File: src/rtl/core/gdod_pkg.sv
`default_nettype none

package gdod_pkg;

	// defaults for the top level parameters
	localparam int LAST_YEAR_DEF   = 9999;
	localparam int OFFSET_BITS_DEF = 21;

	// depth of the queue between front and back
	localparam int QUEUE_DEPTH = 2;

	// field widths
	localparam int YEAR_W       = 14;
	localparam int MONTH_W      = 4;
	localparam int DAY_W        = 5;
	localparam int DIFF_W       = 23;
	localparam int OFFSET_MAX_W = 32;
	localparam int YEAR_MAX_W   = 16;
	localparam int CUM_W        = 9;

	// y / 100 == (y * DIV100_MUL) >> DIV100_SHIFT for y below 91180
	localparam int DIV100_MUL   = 83887;
	localparam int DIV100_SHIFT = 23;

	localparam int MONTHS = 12;

	// command codes
	localparam logic CMD_SHIFT = 1'b0;
	localparam logic CMD_DIFF  = 1'b1;

	// one classified word, front to back
	typedef struct packed {
		logic                           cmd;
		logic                           err;
		logic                           leap_f;
		logic                           leap_s;
		logic [YEAR_W-1:0]              fy;
		logic [MONTH_W-1:0]             fm;
		logic [DAY_W-1:0]               fd;
		logic [YEAR_W-1:0]              sy;
		logic [MONTH_W-1:0]             sm;
		logic [DAY_W-1:0]               sd;
		logic signed [OFFSET_MAX_W-1:0] off;
	} entry_t;

	// length of month m, zero for a month code that means nothing
	function automatic logic [DAY_W-1:0] month_len(logic [MONTH_W-1:0] m, logic leap);
		logic [DAY_W-1:0] d;
		unique case (m)
			4'd1, 4'd3, 4'd5, 4'd7, 4'd8, 4'd10, 4'd12: d = 5'd31;
			4'd4, 4'd6, 4'd9, 4'd11:                    d = 5'd30;
			4'd2:                                       d = leap ? 5'd29 : 5'd28;
			default:                                    d = 5'd0;
		endcase
		return d;
	endfunction

	// gregorian leap rule, q is y / 100
	function automatic logic is_leap(logic [YEAR_MAX_W-1:0] y, logic [YEAR_MAX_W-1:0] q);
		logic [YEAR_MAX_W-1:0] hund;
		hund = YEAR_MAX_W'(32'(q) * 32'(100));
		return (y[1:0] == 2'b00) && ((y != hund) || (y[3:0] == 4'b0000));
	endfunction

endpackage

`default_nettype wire

File: src/rtl/core/gdod_ifs.sv
`default_nettype none

// input channel: one date command per word
interface gdod_item_if #(parameter int OFFSET_BITS = gdod_pkg::OFFSET_BITS_DEF);
	logic                                valid;
	logic                                ready;
	logic                                command;
	logic [gdod_pkg::YEAR_W-1:0]         first_year;
	logic [gdod_pkg::MONTH_W-1:0]        first_month;
	logic [gdod_pkg::DAY_W-1:0]          first_day;
	logic signed [OFFSET_BITS-1:0]       offset_days;
	logic [gdod_pkg::YEAR_W-1:0]         second_year;
	logic [gdod_pkg::MONTH_W-1:0]        second_month;
	logic [gdod_pkg::DAY_W-1:0]          second_day;

	modport source (
		output valid, command, first_year, first_month, first_day, offset_days,
		output second_year, second_month, second_day,
		input  ready
	);
	modport sink (
		input  valid, command, first_year, first_month, first_day, offset_days,
		input  second_year, second_month, second_day,
		output ready
	);
endinterface

// result channel: one result word per command
interface gdod_result_if;
	logic                                valid;
	logic                                ready;
	logic [gdod_pkg::YEAR_W-1:0]         result_year;
	logic [gdod_pkg::MONTH_W-1:0]        result_month;
	logic [gdod_pkg::DAY_W-1:0]          result_day;
	logic signed [gdod_pkg::DIFF_W-1:0]  day_difference;
	logic                                first_later;
	logic                                dates_equal;
	logic                                error;

	modport source (
		output valid, result_year, result_month, result_day, day_difference,
		output first_later, dates_equal, error,
		input  ready
	);
	modport sink (
		input  valid, result_year, result_month, result_day, day_difference,
		input  first_later, dates_equal, error,
		output ready
	);
endinterface

`default_nettype wire

File: src/rtl/core/gdod_front.sv
`default_nettype none

module gdod_front #(
	parameter int LAST_YEAR = gdod_pkg::LAST_YEAR_DEF
) (
	input  wire logic             clk,
	input  wire logic             arst_n,
	gdod_item_if.sink             item,
	output gdod_pkg::entry_t      push_data,
	output logic                  push,
	input  wire logic             full
);

	typedef enum logic [1:0] {ST_IDLE, ST_MUL, ST_PUSH} state_t;

	state_t                              st_q;
	logic                                cmd_q;
	logic [gdod_pkg::YEAR_W-1:0]         fy_q, sy_q;
	logic [gdod_pkg::MONTH_W-1:0]        fm_q, sm_q;
	logic [gdod_pkg::DAY_W-1:0]          fd_q, sd_q;
	logic signed [gdod_pkg::OFFSET_MAX_W-1:0] off_q;
	logic [gdod_pkg::YEAR_W-1:0]         fq_q, sq_q;
	logic                                leap_f, leap_s, ok_f, ok_s;

	// range and month length check of one date
	function automatic logic date_ok(logic [gdod_pkg::YEAR_W-1:0] y, logic leap,
			logic [gdod_pkg::MONTH_W-1:0] m, logic [gdod_pkg::DAY_W-1:0] d);
		logic y_ok;
		y_ok = (y != '0) && (32'(y) <= 32'(LAST_YEAR));
		return y_ok && (m >= 4'd1) && (m <= 4'(gdod_pkg::MONTHS)) && (d != '0)
			&& (d <= gdod_pkg::month_len(m, leap));
	endfunction

	// leap flags and validity from the registered year quotients
	always_comb begin
		leap_f = gdod_pkg::is_leap(gdod_pkg::YEAR_MAX_W'(fy_q), gdod_pkg::YEAR_MAX_W'(fq_q));
		leap_s = gdod_pkg::is_leap(gdod_pkg::YEAR_MAX_W'(sy_q), gdod_pkg::YEAR_MAX_W'(sq_q));
		ok_f   = date_ok(fy_q, leap_f, fm_q, fd_q);
		ok_s   = date_ok(sy_q, leap_s, sm_q, sd_q);
	end

	// classified word towards the queue
	always_comb begin
		push_data.cmd    = cmd_q;
		push_data.err    = (cmd_q == gdod_pkg::CMD_DIFF) ? !(ok_f && ok_s) : !ok_f;
		push_data.leap_f = leap_f;
		push_data.leap_s = leap_s;
		push_data.fy     = fy_q;
		push_data.fm     = fm_q;
		push_data.fd     = fd_q;
		push_data.sy     = sy_q;
		push_data.sm     = sm_q;
		push_data.sd     = sd_q;
		push_data.off    = off_q;
	end

	assign push       = (st_q == ST_PUSH) && !full;
	assign item.ready = (st_q == ST_IDLE);

	// capture, divide years by 100, hand over
	always_ff @(posedge clk or negedge arst_n) begin
		if (!arst_n) begin
			st_q  <= ST_IDLE;
			cmd_q <= 1'b0;
			fy_q  <= '0;
			fm_q  <= '0;
			fd_q  <= '0;
			sy_q  <= '0;
			sm_q  <= '0;
			sd_q  <= '0;
			off_q <= '0;
			fq_q  <= '0;
			sq_q  <= '0;
		end else begin
			unique case (st_q)
				ST_IDLE: begin
					if (item.valid) begin
						cmd_q <= item.command;
						fy_q  <= item.first_year;
						fm_q  <= item.first_month;
						fd_q  <= item.first_day;
						sy_q  <= item.second_year;
						sm_q  <= item.second_month;
						sd_q  <= item.second_day;
						off_q <= gdod_pkg::OFFSET_MAX_W'(item.offset_days);
						st_q  <= ST_MUL;
					end
				end
				ST_MUL: begin
					fq_q <= gdod_pkg::YEAR_W'((32'(fy_q) * 32'(gdod_pkg::DIV100_MUL))
						>> gdod_pkg::DIV100_SHIFT);
					sq_q <= gdod_pkg::YEAR_W'((32'(sy_q) * 32'(gdod_pkg::DIV100_MUL))
						>> gdod_pkg::DIV100_SHIFT);
					st_q <= ST_PUSH;
				end
				ST_PUSH: begin
					if (!full) begin
						st_q <= ST_IDLE;
					end
				end
				default: begin
					st_q <= ST_IDLE;
				end
			endcase
		end
	end

endmodule

`default_nettype wire

File: src/rtl/core/gdod_queue.sv
`default_nettype none

module gdod_queue #(
	parameter int DEPTH = gdod_pkg::QUEUE_DEPTH
) (
	input  wire logic              clk,
	input  wire logic              arst_n,
	input  wire logic              push,
	input  gdod_pkg::entry_t       push_data,
	output logic                   full,
	input  wire logic              pop,
	output gdod_pkg::entry_t       pop_data,
	output logic                   avail
);

	localparam int PTR_W = (DEPTH > 1) ? $clog2(DEPTH) : 1;
	localparam int CNT_W = $clog2(DEPTH + 1);

	gdod_pkg::entry_t   mem_q [DEPTH];
	logic [PTR_W-1:0]   wr_q, rd_q;
	logic [CNT_W-1:0]   cnt_q;

	assign full     = (cnt_q == CNT_W'(DEPTH));
	assign avail    = (cnt_q != '0);
	assign pop_data = mem_q[rd_q];

	// storage
	always_ff @(posedge clk) begin
		if (push) begin
			mem_q[wr_q] <= push_data;
		end
	end

	// pointers and fill count
	always_ff @(posedge clk or negedge arst_n) begin
		if (!arst_n) begin
			wr_q  <= '0;
			rd_q  <= '0;
			cnt_q <= '0;
		end else begin
			if (push) begin
				wr_q <= (wr_q == PTR_W'(DEPTH - 1)) ? '0 : wr_q + PTR_W'(1);
			end
			if (pop) begin
				rd_q <= (rd_q == PTR_W'(DEPTH - 1)) ? '0 : rd_q + PTR_W'(1);
			end
			if (push && !pop) begin
				cnt_q <= cnt_q + CNT_W'(1);
			end else if (pop && !push) begin
				cnt_q <= cnt_q - CNT_W'(1);
			end
		end
	end

	// the front never writes a full queue
	a_no_overflow: assert property (@(posedge clk) disable iff (!arst_n) push |-> !full)
		else $error("queue written while full");

	// the back never takes from an empty queue
	a_no_underflow: assert property (@(posedge clk) disable iff (!arst_n) pop |-> avail)
		else $error("queue read while empty");

	// an empty queue has equal pointers
	a_count: assert property (@(posedge clk) disable iff (!arst_n)
		(cnt_q == '0) |-> (wr_q == rd_q))
		else $error("empty queue with unequal pointers");

endmodule

`default_nettype wire

File: src/rtl/core/gdod_back.sv
`default_nettype none

module gdod_back #(
	parameter int LAST_YEAR   = gdod_pkg::LAST_YEAR_DEF,
	parameter int OFFSET_BITS = gdod_pkg::OFFSET_BITS_DEF
) (
	input  wire logic          clk,
	input  wire logic          arst_n,
	input  wire logic          avail,
	input  gdod_pkg::entry_t   pop_data,
	output logic               pop,
	gdod_result_if.source      result
);

	// day number helper, evaluated at elaboration only
	function automatic longint days_before_year(longint y);
		longint p;
		p = y - 1;
		return p * 365 + p / 4 - p / 100 + p / 400;
	endfunction

	// days in the months before m
	function automatic logic [gdod_pkg::CUM_W-1:0] days_before_month(
			logic [gdod_pkg::MONTH_W-1:0] m, logic leap);
		logic [gdod_pkg::CUM_W-1:0] c;
		unique case (m)
			4'd1:    c = 9'd0;
			4'd2:    c = 9'd31;
			4'd3:    c = 9'd59;
			4'd4:    c = 9'd90;
			4'd5:    c = 9'd120;
			4'd6:    c = 9'd151;
			4'd7:    c = 9'd181;
			4'd8:    c = 9'd212;
			4'd9:    c = 9'd243;
			4'd10:   c = 9'd273;
			4'd11:   c = 9'd304;
			4'd12:   c = 9'd334;
			default: c = 9'd0;
		endcase
		if (leap && (m > 4'd2)) begin
			c = c + 9'd1;
		end
		return c;
	endfunction

	localparam int     YW     = $clog2(LAST_YEAR + 1);
	localparam int     SELW   = (YW > 1) ? $clog2(YW) : 1;
	localparam int     DW     = YW + 9;
	localparam int     SW     = ((DW > OFFSET_BITS) ? DW : OFFSET_BITS) + 2;
	localparam int     MULW   = YW + gdod_pkg::DIV100_SHIFT;
	localparam longint DBY_END = days_before_year(longint'(LAST_YEAR) + 1);
	localparam logic signed [SW-1:0] DIFF_HI = SW'(2 ** (gdod_pkg::DIFF_W - 1) - 1);
	localparam logic signed [SW-1:0] DIFF_LO = SW'(-(2 ** (gdod_pkg::DIFF_W - 1)));

	typedef enum logic [3:0] {
		ST_IDLE, ST_WAIT, ST_SERA, ST_SERB, ST_DIFF, ST_ADD, ST_RNG,
		ST_BCMP, ST_LEAP, ST_MW, ST_OUT
	} state_t;

	state_t                               st_q, ret_q;
	logic                                 wcnt_q;
	gdod_pkg::entry_t                     ent_q;

	// shared day-number pipeline
	logic [YW-1:0]                        dby_p_q;
	logic [DW-1:0]                        p365_s1;
	logic [YW-1:0]                        q100_s1, pd_s1;
	logic [MULW-1:0]                      q100_prod;
	logic [DW-1:0]                        dby_s2;

	logic [DW-1:0]                        ser_a_q, ser_b_q, base_q;
	logic signed [SW-1:0]                 n_q;
	logic [YW-1:0]                        yr_q;
	logic [SELW-1:0]                      sel_q;
	logic                                 leap_q;
	logic [gdod_pkg::CUM_W-1:0]           r_q;
	logic [gdod_pkg::MONTH_W-1:0]         mo_q;

	// staged result
	logic [gdod_pkg::YEAR_W-1:0]          ry_q;
	logic [gdod_pkg::MONTH_W-1:0]         rm_q;
	logic [gdod_pkg::DAY_W-1:0]           rd_q;
	logic signed [gdod_pkg::DIFF_W-1:0]   diff_q;
	logic                                 later_q, equal_q, err_q;

	// output register
	logic                                 out_valid_q;
	logic [gdod_pkg::YEAR_W-1:0]          out_year_q;
	logic [gdod_pkg::MONTH_W-1:0]         out_month_q;
	logic [gdod_pkg::DAY_W-1:0]           out_day_q;
	logic signed [gdod_pkg::DIFF_W-1:0]   out_diff_q;
	logic                                 out_later_q, out_equal_q, out_err_q;

	logic [DW-1:0]                        ser_f, ser_s;
	logic signed [SW-1:0]                 diff_w;
	logic [YW-1:0]                        cand, new_yr, next_cand;
	logic                                 take;
	logic [gdod_pkg::DAY_W-1:0]           dim;
	logic                                 out_free;

	// days before January 1 of p + 1, two stages behind dby_p_q
	assign q100_prod = MULW'(dby_p_q) * MULW'(gdod_pkg::DIV100_MUL);

	always_ff @(posedge clk) begin
		p365_s1 <= DW'(dby_p_q) * DW'(365);
		q100_s1 <= q100_prod[gdod_pkg::DIV100_SHIFT +: YW];
		pd_s1   <= dby_p_q;
		dby_s2  <= p365_s1 + DW'(pd_s1 >> 2) - DW'(q100_s1) + DW'(q100_s1 >> 2);
	end

	// serial day numbers of the two dates
	always_comb begin
		ser_f  = dby_s2 + DW'(days_before_month(ent_q.fm, ent_q.leap_f)) + DW'(ent_q.fd)
			- DW'(1);
		ser_s  = dby_s2 + DW'(days_before_month(ent_q.sm, ent_q.leap_s)) + DW'(ent_q.sd)
			- DW'(1);
		diff_w = $signed(SW'(ser_a_q)) - $signed(SW'(ser_b_q));
	end

	// one step of the bitwise year search
	always_comb begin
		cand      = yr_q | (YW'(1) << sel_q);
		take      = (dby_s2 <= n_q[DW-1:0]);
		new_yr    = take ? cand : yr_q;
		next_cand = new_yr | (YW'(1) << (sel_q - SELW'(1)));
		dim       = gdod_pkg::month_len(mo_q, leap_q);
	end

	assign pop      = (st_q == ST_IDLE) && avail;
	assign out_free = !out_valid_q || result.ready;

	// sequencer and output register
	always_ff @(posedge clk or negedge arst_n) begin
		if (!arst_n) begin
			st_q        <= ST_IDLE;
			ret_q       <= ST_IDLE;
			wcnt_q      <= 1'b0;
			ent_q       <= '0;
			dby_p_q     <= '0;
			ser_a_q     <= '0;
			ser_b_q     <= '0;
			base_q      <= '0;
			n_q         <= '0;
			yr_q        <= '0;
			sel_q       <= '0;
			leap_q      <= 1'b0;
			r_q         <= '0;
			mo_q        <= '0;
			ry_q        <= '0;
			rm_q        <= '0;
			rd_q        <= '0;
			diff_q      <= '0;
			later_q     <= 1'b0;
			equal_q     <= 1'b0;
			err_q       <= 1'b0;
			out_valid_q <= 1'b0;
			out_year_q  <= '0;
			out_month_q <= '0;
			out_day_q   <= '0;
			out_diff_q  <= '0;
			out_later_q <= 1'b0;
			out_equal_q <= 1'b0;
			out_err_q   <= 1'b0;
		end else begin
			// output register fills from the sequencer, empties on a taken word
			if ((st_q == ST_OUT) && out_free) begin
				out_valid_q <= 1'b1;
			end else if (out_valid_q && result.ready) begin
				out_valid_q <= 1'b0;
			end
			unique case (st_q)
				ST_IDLE: begin
					if (avail) begin
						ent_q   <= pop_data;
						ry_q    <= pop_data.fy;
						rm_q    <= pop_data.fm;
						rd_q    <= pop_data.fd;
						diff_q  <= '0;
						later_q <= 1'b0;
						equal_q <= 1'b0;
						err_q   <= pop_data.err;
						if (pop_data.err) begin
							st_q <= ST_OUT;
						end else begin
							dby_p_q <= YW'(pop_data.fy) - YW'(1);
							wcnt_q  <= 1'b0;
							ret_q   <= ST_SERA;
							st_q    <= ST_WAIT;
						end
					end
				end
				ST_WAIT: begin
					wcnt_q <= ~wcnt_q;
					if (wcnt_q) begin
						st_q <= ret_q;
					end
				end
				ST_SERA: begin
					ser_a_q <= ser_f;
					if (ent_q.cmd == gdod_pkg::CMD_DIFF) begin
						dby_p_q <= YW'(ent_q.sy) - YW'(1);
						wcnt_q  <= 1'b0;
						ret_q   <= ST_SERB;
						st_q    <= ST_WAIT;
					end else begin
						st_q <= ST_ADD;
					end
				end
				ST_SERB: begin
					ser_b_q <= ser_s;
					st_q    <= ST_DIFF;
				end
				ST_DIFF: begin
					later_q <= (diff_w > $signed(SW'(0)));
					equal_q <= (diff_w == '0);
					if (diff_w > DIFF_HI) begin
						diff_q <= gdod_pkg::DIFF_W'(DIFF_HI);
					end else if (diff_w < DIFF_LO) begin
						diff_q <= gdod_pkg::DIFF_W'(DIFF_LO);
					end else begin
						diff_q <= gdod_pkg::DIFF_W'(diff_w);
					end
					st_q <= ST_OUT;
				end
				ST_ADD: begin
					n_q  <= $signed(SW'(ser_a_q)) + SW'(ent_q.off);
					st_q <= ST_RNG;
				end
				ST_RNG: begin
					// shifted date before the first day or past the last year
					if (n_q[SW-1] || (n_q >= $signed(SW'(DBY_END)))) begin
						err_q <= 1'b1;
						st_q  <= ST_OUT;
					end else begin
						yr_q    <= '0;
						base_q  <= '0;
						sel_q   <= SELW'(YW - 1);
						dby_p_q <= (YW'(1) << (YW - 1)) - YW'(1);
						wcnt_q  <= 1'b0;
						ret_q   <= ST_BCMP;
						st_q    <= ST_WAIT;
					end
				end
				ST_BCMP: begin
					yr_q <= new_yr;
					if (take) begin
						base_q <= dby_s2;
					end
					wcnt_q <= 1'b0;
					st_q   <= ST_WAIT;
					if (sel_q == '0) begin
						// feed the year itself to get year / 100
						dby_p_q <= new_yr;
						ret_q   <= ST_LEAP;
					end else begin
						sel_q   <= sel_q - SELW'(1);
						dby_p_q <= next_cand - YW'(1);
						ret_q   <= ST_BCMP;
					end
				end
				ST_LEAP: begin
					leap_q <= gdod_pkg::is_leap(gdod_pkg::YEAR_MAX_W'(yr_q),
						gdod_pkg::YEAR_MAX_W'(q100_s1));
					r_q    <= gdod_pkg::CUM_W'(n_q[DW-1:0] - base_q);
					mo_q   <= 4'd1;
					st_q   <= ST_MW;
				end
				ST_MW: begin
					// walk the months of the found year
					if ((mo_q < 4'(gdod_pkg::MONTHS)) && (r_q >= gdod_pkg::CUM_W'(dim))) begin
						r_q  <= r_q - gdod_pkg::CUM_W'(dim);
						mo_q <= mo_q + 4'd1;
					end else begin
						ry_q <= gdod_pkg::YEAR_W'(yr_q);
						rm_q <= mo_q;
						rd_q <= gdod_pkg::DAY_W'(r_q + gdod_pkg::CUM_W'(1));
						st_q <= ST_OUT;
					end
				end
				ST_OUT: begin
					if (out_free) begin
						out_year_q  <= ry_q;
						out_month_q <= rm_q;
						out_day_q   <= rd_q;
						out_diff_q  <= diff_q;
						out_later_q <= later_q;
						out_equal_q <= equal_q;
						out_err_q   <= err_q;
						st_q        <= ST_IDLE;
					end
				end
				default: begin
					st_q <= ST_IDLE;
				end
			endcase
		end
	end

	assign result.valid          = out_valid_q;
	assign result.result_year    = out_year_q;
	assign result.result_month   = out_month_q;
	assign result.result_day     = out_day_q;
	assign result.day_difference = out_diff_q;
	assign result.first_later    = out_later_q;
	assign result.dates_equal    = out_equal_q;
	assign result.error          = out_err_q;

	// a result without error always carries a real month
	a_month_range: assert property (@(posedge clk) disable iff (!arst_n)
		(out_valid_q && !out_err_q) |-> ((out_month_q >= 4'd1) && (out_month_q <= 4'd12)))
		else $error("result month out of range");

	// equal dates give a zero difference and are not later
	a_equal_zero: assert property (@(posedge clk) disable iff (!arst_n)
		(out_valid_q && out_equal_q) |-> ((out_diff_q == '0) && !out_later_q))
		else $error("equal dates with nonzero difference");

	// the accepted year start never passes the target day
	a_search_base: assert property (@(posedge clk) disable iff (!arst_n)
		(st_q == ST_BCMP) |-> (base_q <= n_q[DW-1:0]))
		else $error("year search overshoot");

	// the day remainder in the month walk stays within a year
	a_day_bound: assert property (@(posedge clk) disable iff (!arst_n)
		(st_q == ST_MW) |-> (r_q < 9'd366))
		else $error("day remainder beyond a year");

endmodule

`default_nettype wire

File: src/rtl/core/gregorian_date_offset_and_difference_top.sv
`default_nettype none

// Gregorian date unit: shifts a date by a signed day offset (command 0) or gives
// the signed day count first minus second (command 1), with later/equal flags.
// Channels: item takes one command word on valid and ready; result gives one
// result word per command word, in order, on valid and ready.
// The front takes a word, checks its first date (both dates for a difference)
// and places it in a two-word queue, taking the next word while the back works.
// The back turns dates into day numbers through a two-stage multiply unit and,
// for a shift, finds the year by a bitwise search over Y = clog2(LAST_YEAR + 1)
// bits, then walks the months one per cycle; that search sets the shift rate.
// A finished result waits in an output register; while the receiver stalls the
// back holds its next result and the queue keeps taking words until full.
// Reset clears all control state and the queue; no clearing pass is needed.
module gregorian_date_offset_and_difference_top #(
	parameter int LAST_YEAR   = gdod_pkg::LAST_YEAR_DEF,
	parameter int OFFSET_BITS = gdod_pkg::OFFSET_BITS_DEF
) (
	input  wire logic      clk,
	input  wire logic      arst_n,
	gdod_item_if.sink      item,
	gdod_result_if.source  result
);

	gdod_pkg::entry_t push_data, pop_data;
	logic             push, full, pop, avail;

	// accept and check
	gdod_front #(
		.LAST_YEAR (LAST_YEAR)
	) u_front (
		.clk       (clk),
		.arst_n    (arst_n),
		.item      (item),
		.push_data (push_data),
		.push      (push),
		.full      (full)
	);

	// decoupling queue
	gdod_queue #(
		.DEPTH (gdod_pkg::QUEUE_DEPTH)
	) u_queue (
		.clk       (clk),
		.arst_n    (arst_n),
		.push      (push),
		.push_data (push_data),
		.full      (full),
		.pop       (pop),
		.pop_data  (pop_data),
		.avail     (avail)
	);

	// day arithmetic
	gdod_back #(
		.LAST_YEAR   (LAST_YEAR),
		.OFFSET_BITS (OFFSET_BITS)
	) u_back (
		.clk      (clk),
		.arst_n   (arst_n),
		.avail    (avail),
		.pop_data (pop_data),
		.pop      (pop),
		.result   (result)
	);

endmodule

`default_nettype wire
File: src/flat_wrapper.sv
// flat-port wrapper written by rule: the top's interface ports become plain ports
module gregorian_date_offset_and_difference_top_flat 
#(
	parameter int LAST_YEAR   = gdod_pkg::LAST_YEAR_DEF,
	parameter int OFFSET_BITS = gdod_pkg::OFFSET_BITS_DEF
)
  (clk, arst_n, item_valid, item_command, item_first_year, item_first_month, item_first_day, item_offset_days, item_second_year, item_second_month, item_second_day, item_ready, result_valid, result_result_year, result_result_month, result_result_day, result_day_difference, result_first_later, result_dates_equal, result_error, result_ready);
  gdod_item_if #(.OFFSET_BITS(OFFSET_BITS)) item_i ();
  gdod_result_if result_i ();
  input  wire logic clk;
  input  wire logic arst_n;
  input wire logic [$bits(item_i.valid)-1:0] item_valid;
  input wire logic [$bits(item_i.command)-1:0] item_command;
  input wire logic [$bits(item_i.first_year)-1:0] item_first_year;
  input wire logic [$bits(item_i.first_month)-1:0] item_first_month;
  input wire logic [$bits(item_i.first_day)-1:0] item_first_day;
  input wire logic [$bits(item_i.offset_days)-1:0] item_offset_days;
  input wire logic [$bits(item_i.second_year)-1:0] item_second_year;
  input wire logic [$bits(item_i.second_month)-1:0] item_second_month;
  input wire logic [$bits(item_i.second_day)-1:0] item_second_day;
  output wire logic [$bits(item_i.ready)-1:0] item_ready;
  output wire logic [$bits(result_i.valid)-1:0] result_valid;
  output wire logic [$bits(result_i.result_year)-1:0] result_result_year;
  output wire logic [$bits(result_i.result_month)-1:0] result_result_month;
  output wire logic [$bits(result_i.result_day)-1:0] result_result_day;
  output wire logic [$bits(result_i.day_difference)-1:0] result_day_difference;
  output wire logic [$bits(result_i.first_later)-1:0] result_first_later;
  output wire logic [$bits(result_i.dates_equal)-1:0] result_dates_equal;
  output wire logic [$bits(result_i.error)-1:0] result_error;
  input wire logic [$bits(result_i.ready)-1:0] result_ready;
  assign item_i.valid = item_valid;
  assign item_i.command = item_command;
  assign item_i.first_year = item_first_year;
  assign item_i.first_month = item_first_month;
  assign item_i.first_day = item_first_day;
  assign item_i.offset_days = item_offset_days;
  assign item_i.second_year = item_second_year;
  assign item_i.second_month = item_second_month;
  assign item_i.second_day = item_second_day;
  assign item_ready = item_i.ready;
  assign result_valid = result_i.valid;
  assign result_result_year = result_i.result_year;
  assign result_result_month = result_i.result_month;
  assign result_result_day = result_i.result_day;
  assign result_day_difference = result_i.day_difference;
  assign result_first_later = result_i.first_later;
  assign result_dates_equal = result_i.dates_equal;
  assign result_error = result_i.error;
  assign result_i.ready = result_ready;
  gregorian_date_offset_and_difference_top #(.LAST_YEAR(LAST_YEAR), .OFFSET_BITS(OFFSET_BITS)) u_core (.clk(clk), .arst_n(arst_n), .item(item_i), .result(result_i));
endmodule
File: config.mk
export PLATFORM = sky130hd
export DESIGN_NAME = gregorian_date_offset_and_difference_top_flat
export DESIGN_NICKNAME = d
export VERILOG_FILES = /design/src/rtl/core/gdod_pkg.sv /design/src/rtl/core/gdod_ifs.sv /design/src/rtl/core/gdod_front.sv /design/src/rtl/core/gdod_queue.sv /design/src/rtl/core/gdod_back.sv /design/src/rtl/core/gregorian_date_offset_and_difference_top.sv /design/src/flat_wrapper.sv
export SDC_FILE = /design/constraint.sdc
export NUM_CORES = 2
export LEC_CHECK = 0
export ABC_CLOCK_PERIOD_IN_PS = 9700
export BUFFER_PORTS_ARGS = -buffer_cell sky130_fd_sc_hd__buf_2
export CAP_MARGIN = 20
export CORE_ASPECT_RATIO = 0.9
export CORE_MARGIN = 2
export CORE_UTILIZATION = 62
export DETAILED_ROUTE_END_ITERATION = 16
export PLACE_DENSITY_LB_ADDON = 0.1
export REMOVE_ABC_BUFFERS = 1
export SLEW_MARGIN = 0
export SYNTH_ARGS = -nofsm -noshare
export SYNTH_HDL_FRONTEND = slang
export SYNTH_SLANG_ARGS = --single-unit
File: constraint.sdc
create_clock -name clk -period 9.7 [get_ports clk]
set_input_delay 0.97 -clock clk [delete_from_list [all_inputs] [get_ports clk]]
set_output_delay 0.97 -clock clk [all_outputs]
set_load 0.02 [all_outputs]
==> results.md <==
* Via count at 33,617
* CTS max path bufs at 3
* Reg area at 0.0151 mm²
* Top cells by area, synth: dfrtp_1, ha_1, fa_1
* TritonCTS Buffers at 66
* Synth area leader: dfrtp_1
* RR Startpoint: u_core.u_front.sy_q[11]
* Met3 usage at 3.55%
* Wirelength per Cell at 18.5 µm
* Root buf cell: clkbuf_16
* Sequential area share after synthesis at 31.6%
* Initial cell density of the core at 62.7%
* Hold Buf Count CTS at 0
* Setup TNS after final layout at 0 ns
* RSZ-0062 raised after global routing: no
* Critical Path RT at 10.17 ns
* Routed WL at 110,000 µm
* Height of the die at 267 µm
* Area of the multi-input gates at 0.0295 mm²
* Layout cells sized above 1 at 7.95%
* Avg Cell Area, Syn at 10.1 µm²
* Top FF cell, synth: dfrtp_1
* I/O pin count at 123
* Site Rows at 96
* Max-Slew Margin vs Limit at 26.6%
* Initial antenna violation count at 0
* Crit. End Element: register
* Post-Syn Area at 0.0478 mm²
* Layout area overhead at 8.19%
* Post-layout min period at 6.62 ns
* Reg-to-reg endpoint: u_core.u_front.sq_q[7]
* Gpl congestion at 0.935
* Outcome: finished clean
* WS Path Type: reg -> reg
* Unique cell type count in the Yosys netlist at 88
* Antenna Violating Nets Remaining at 0
* Met1 usage at 40.3%
* Core footprint at 0.0763 mm²
* Fill cells at 6,025
* Total GRT Usage at 28.5%
* Die width at 297 µm
* Register bit total from synthesis at 588
* Initial DRC count at 2,249
* Number of global-route vias before repair at 33,469
* Number of setup buffers added after CTS at 0
* Slew @ Worst Pin at 1.10 ns
* Ant. Diodes at 0
* Most common cell in the netlist: inv_1
* R2r setup slk at 3.08 ns
* Final net count at 5,972
* Synth cell count leaders: inv_1, ha_1, dfrtp_1, fa_1, nand2_1
* Final HPWL DP at 87,000 µm
* Drt drc at 0
* Final hold violations at 0
* CP Launch Type: register
* GR Overflow Total at 0
* First-pass GRT wire length at 180,000 µm
* Mapped Cells at 4,745
* H-tree depth at 3
* Full die area at 0.0794 mm²
* TritonRoute pass-1 iters at 6
* Yosys warns at 0
* Final setup viols at 0
* Vias per cell at 5.67
* Crit-path max FO at 11
* Clock latency on the worst-skew pair at 0.63 ns
* Hold Crit Class: in -> async
* Fmax at 151 MHz
* Worst Skew at 0.0312 ns
* Clock Sinks at 588
* # resized after CTS at 0
* Most Crowded Layer GR: met2
* Max-cap viol count at 0
* Top cell type's share of synthesized area at 19.9%
* Period Utilization, post-route at 68.2%
* Max Slew Vio Count at 0
* R2R cell count at 21
* Asr flop ratio synth at 64.6%
* Crit path DAT at 7.09 ns
* Met2 Track Usage GR at 46.8%
* Final WS setup at 3.08 ns
* EDFF count, synth at 142
* Setup WS pre-CTS at 3.08 ns
* Clock-pin slew on the worst setup and hold paths at 0.06 ns
* CTS tree: yes
* Pin count of the biggest net entering global routing at 79
* Port Buffers at 122
[how the worst max path moves through the flow]
stage	end	start
3_3_place_gp	u_core.u_front.sq_q[7]	u_core.u_front.sy_q[11]
5_1_grt	u_core.u_front.sq_q[7]	u_core.u_front.sy_q[11]
6_report	u_core.u_front.sq_q[7]	u_core.u_front.sy_q[11]
3_5_place_dp	u_core.u_front.sq_q[7]	u_core.u_front.sy_q[11]
2_1_floorplan	u_core.u_front.sq_q[7]	u_core.u_front.sy_q[11]
4_1_cts	u_core.u_front.sq_q[7]	u_core.u_front.sy_q[11]
[layout by cell type (no fill, tap or decap), drive strengths merged, types with 76 or more instances in the layout]
cell    count
inv       753
ha        729
dfrtp     380
fa        330
nand2     304
o21ai     298
nor2      275
a21oi     254
xnor2     163
buf       149
edfxtp    142
mux2       96
clkbuf     83
a21o       80
mux2i      80
nor3       76
[metal layers]
metal | up-vias | part of all wire, %
met2 | 726 | 47
met4 | 0 | 2.4
li1 | 16318 | -
met3 | 149 | 4.5
met1 | 16424 | 46
met5 | - | 0
[stage by stage]
step | hold slack (ns) | util (%) | cell area, µm² | std cells
after floorplan | 0.433 | - | 47300 | 4623
after global placement | 0.445 | 64.9 | 49500 | 5799
after detailed placement | 0.453 | 64.9 | 49500 | 5799
after CTS | 0.292 | 67.8 | 51700 | 5921
after global routing | 0.313 | 67.8 | 51700 | 5924
final | 0.287 | 67.8 | 51700 | 5924
[worst max-delay path: stages (launching register included)]
cell and delay, ns:
dfrtp_1 0.53, fa_1 0.64, inv_1 0.12, fa_1 0.50, fa_1 0.52, fa_1 0.55, inv_1 0.06, fa_1 0.53
inv_1 0.05, fa_1 0.50, inv_1 0.04, ha_1 0.20, a21o_1 0.16, a21o_1 0.16, a21oi_1 0.12, o21ai_0 0.12
a21o_1 0.24, o41ai_1 0.56, o21ai_0 0.29, a21o_1 0.27, nor4_1 0.23, a311oi_1 0.07
[final cells by class]
type | instances | share of cell area, %
multi-input cells | 3290 | 57.0
flip-flops and latches | 588 | 29.2
inverters | 745 | 5.41
clock buffers | 82 | 3.45
well taps | 1029 | 2.49
repair buffers | 150 | 1.62
clock inverters | 40 | 0.844
[kinds of logic (layout without fill, tap and decap cells)]
kind of cell	Yosys count	after routing	synth area share, %
xor+xnor	233	233	4.27
flops	588	588	31.6
mux	177	177	3.98
compound gates	894	894	11.5
simple gates	927	927	8.95
fa+ha+maj	1059	1059	32.9
buf+inv	867	1017	6.86
[sequential cells by signal, indices dropped and copies added (netlist names), 21 cells and up]
| register | count |
|---|---|
| u_core.u_back.n_q | 25 |
| u_core.u_back.ent_q | 56 |
| u_core.u_front.off_q | 21 |
| u_core.u_back.ser_a_q | 23 |
| u_core.u_back.diff_q | 23 |
| u_core.u_back.dby_s2 | 23 |
| u_core.u_back.result.day_difference | 23 |
| u_core.u_back.ser_b_q | 23 |
| u_core.u_queue.mem_q | 142 |
| u_core.u_back.p365_s1 | 21 |
Power is left out: the tool's default activity adds up to more than one toggle a clock period on the data nets, which glitch-free logic cannot reach.
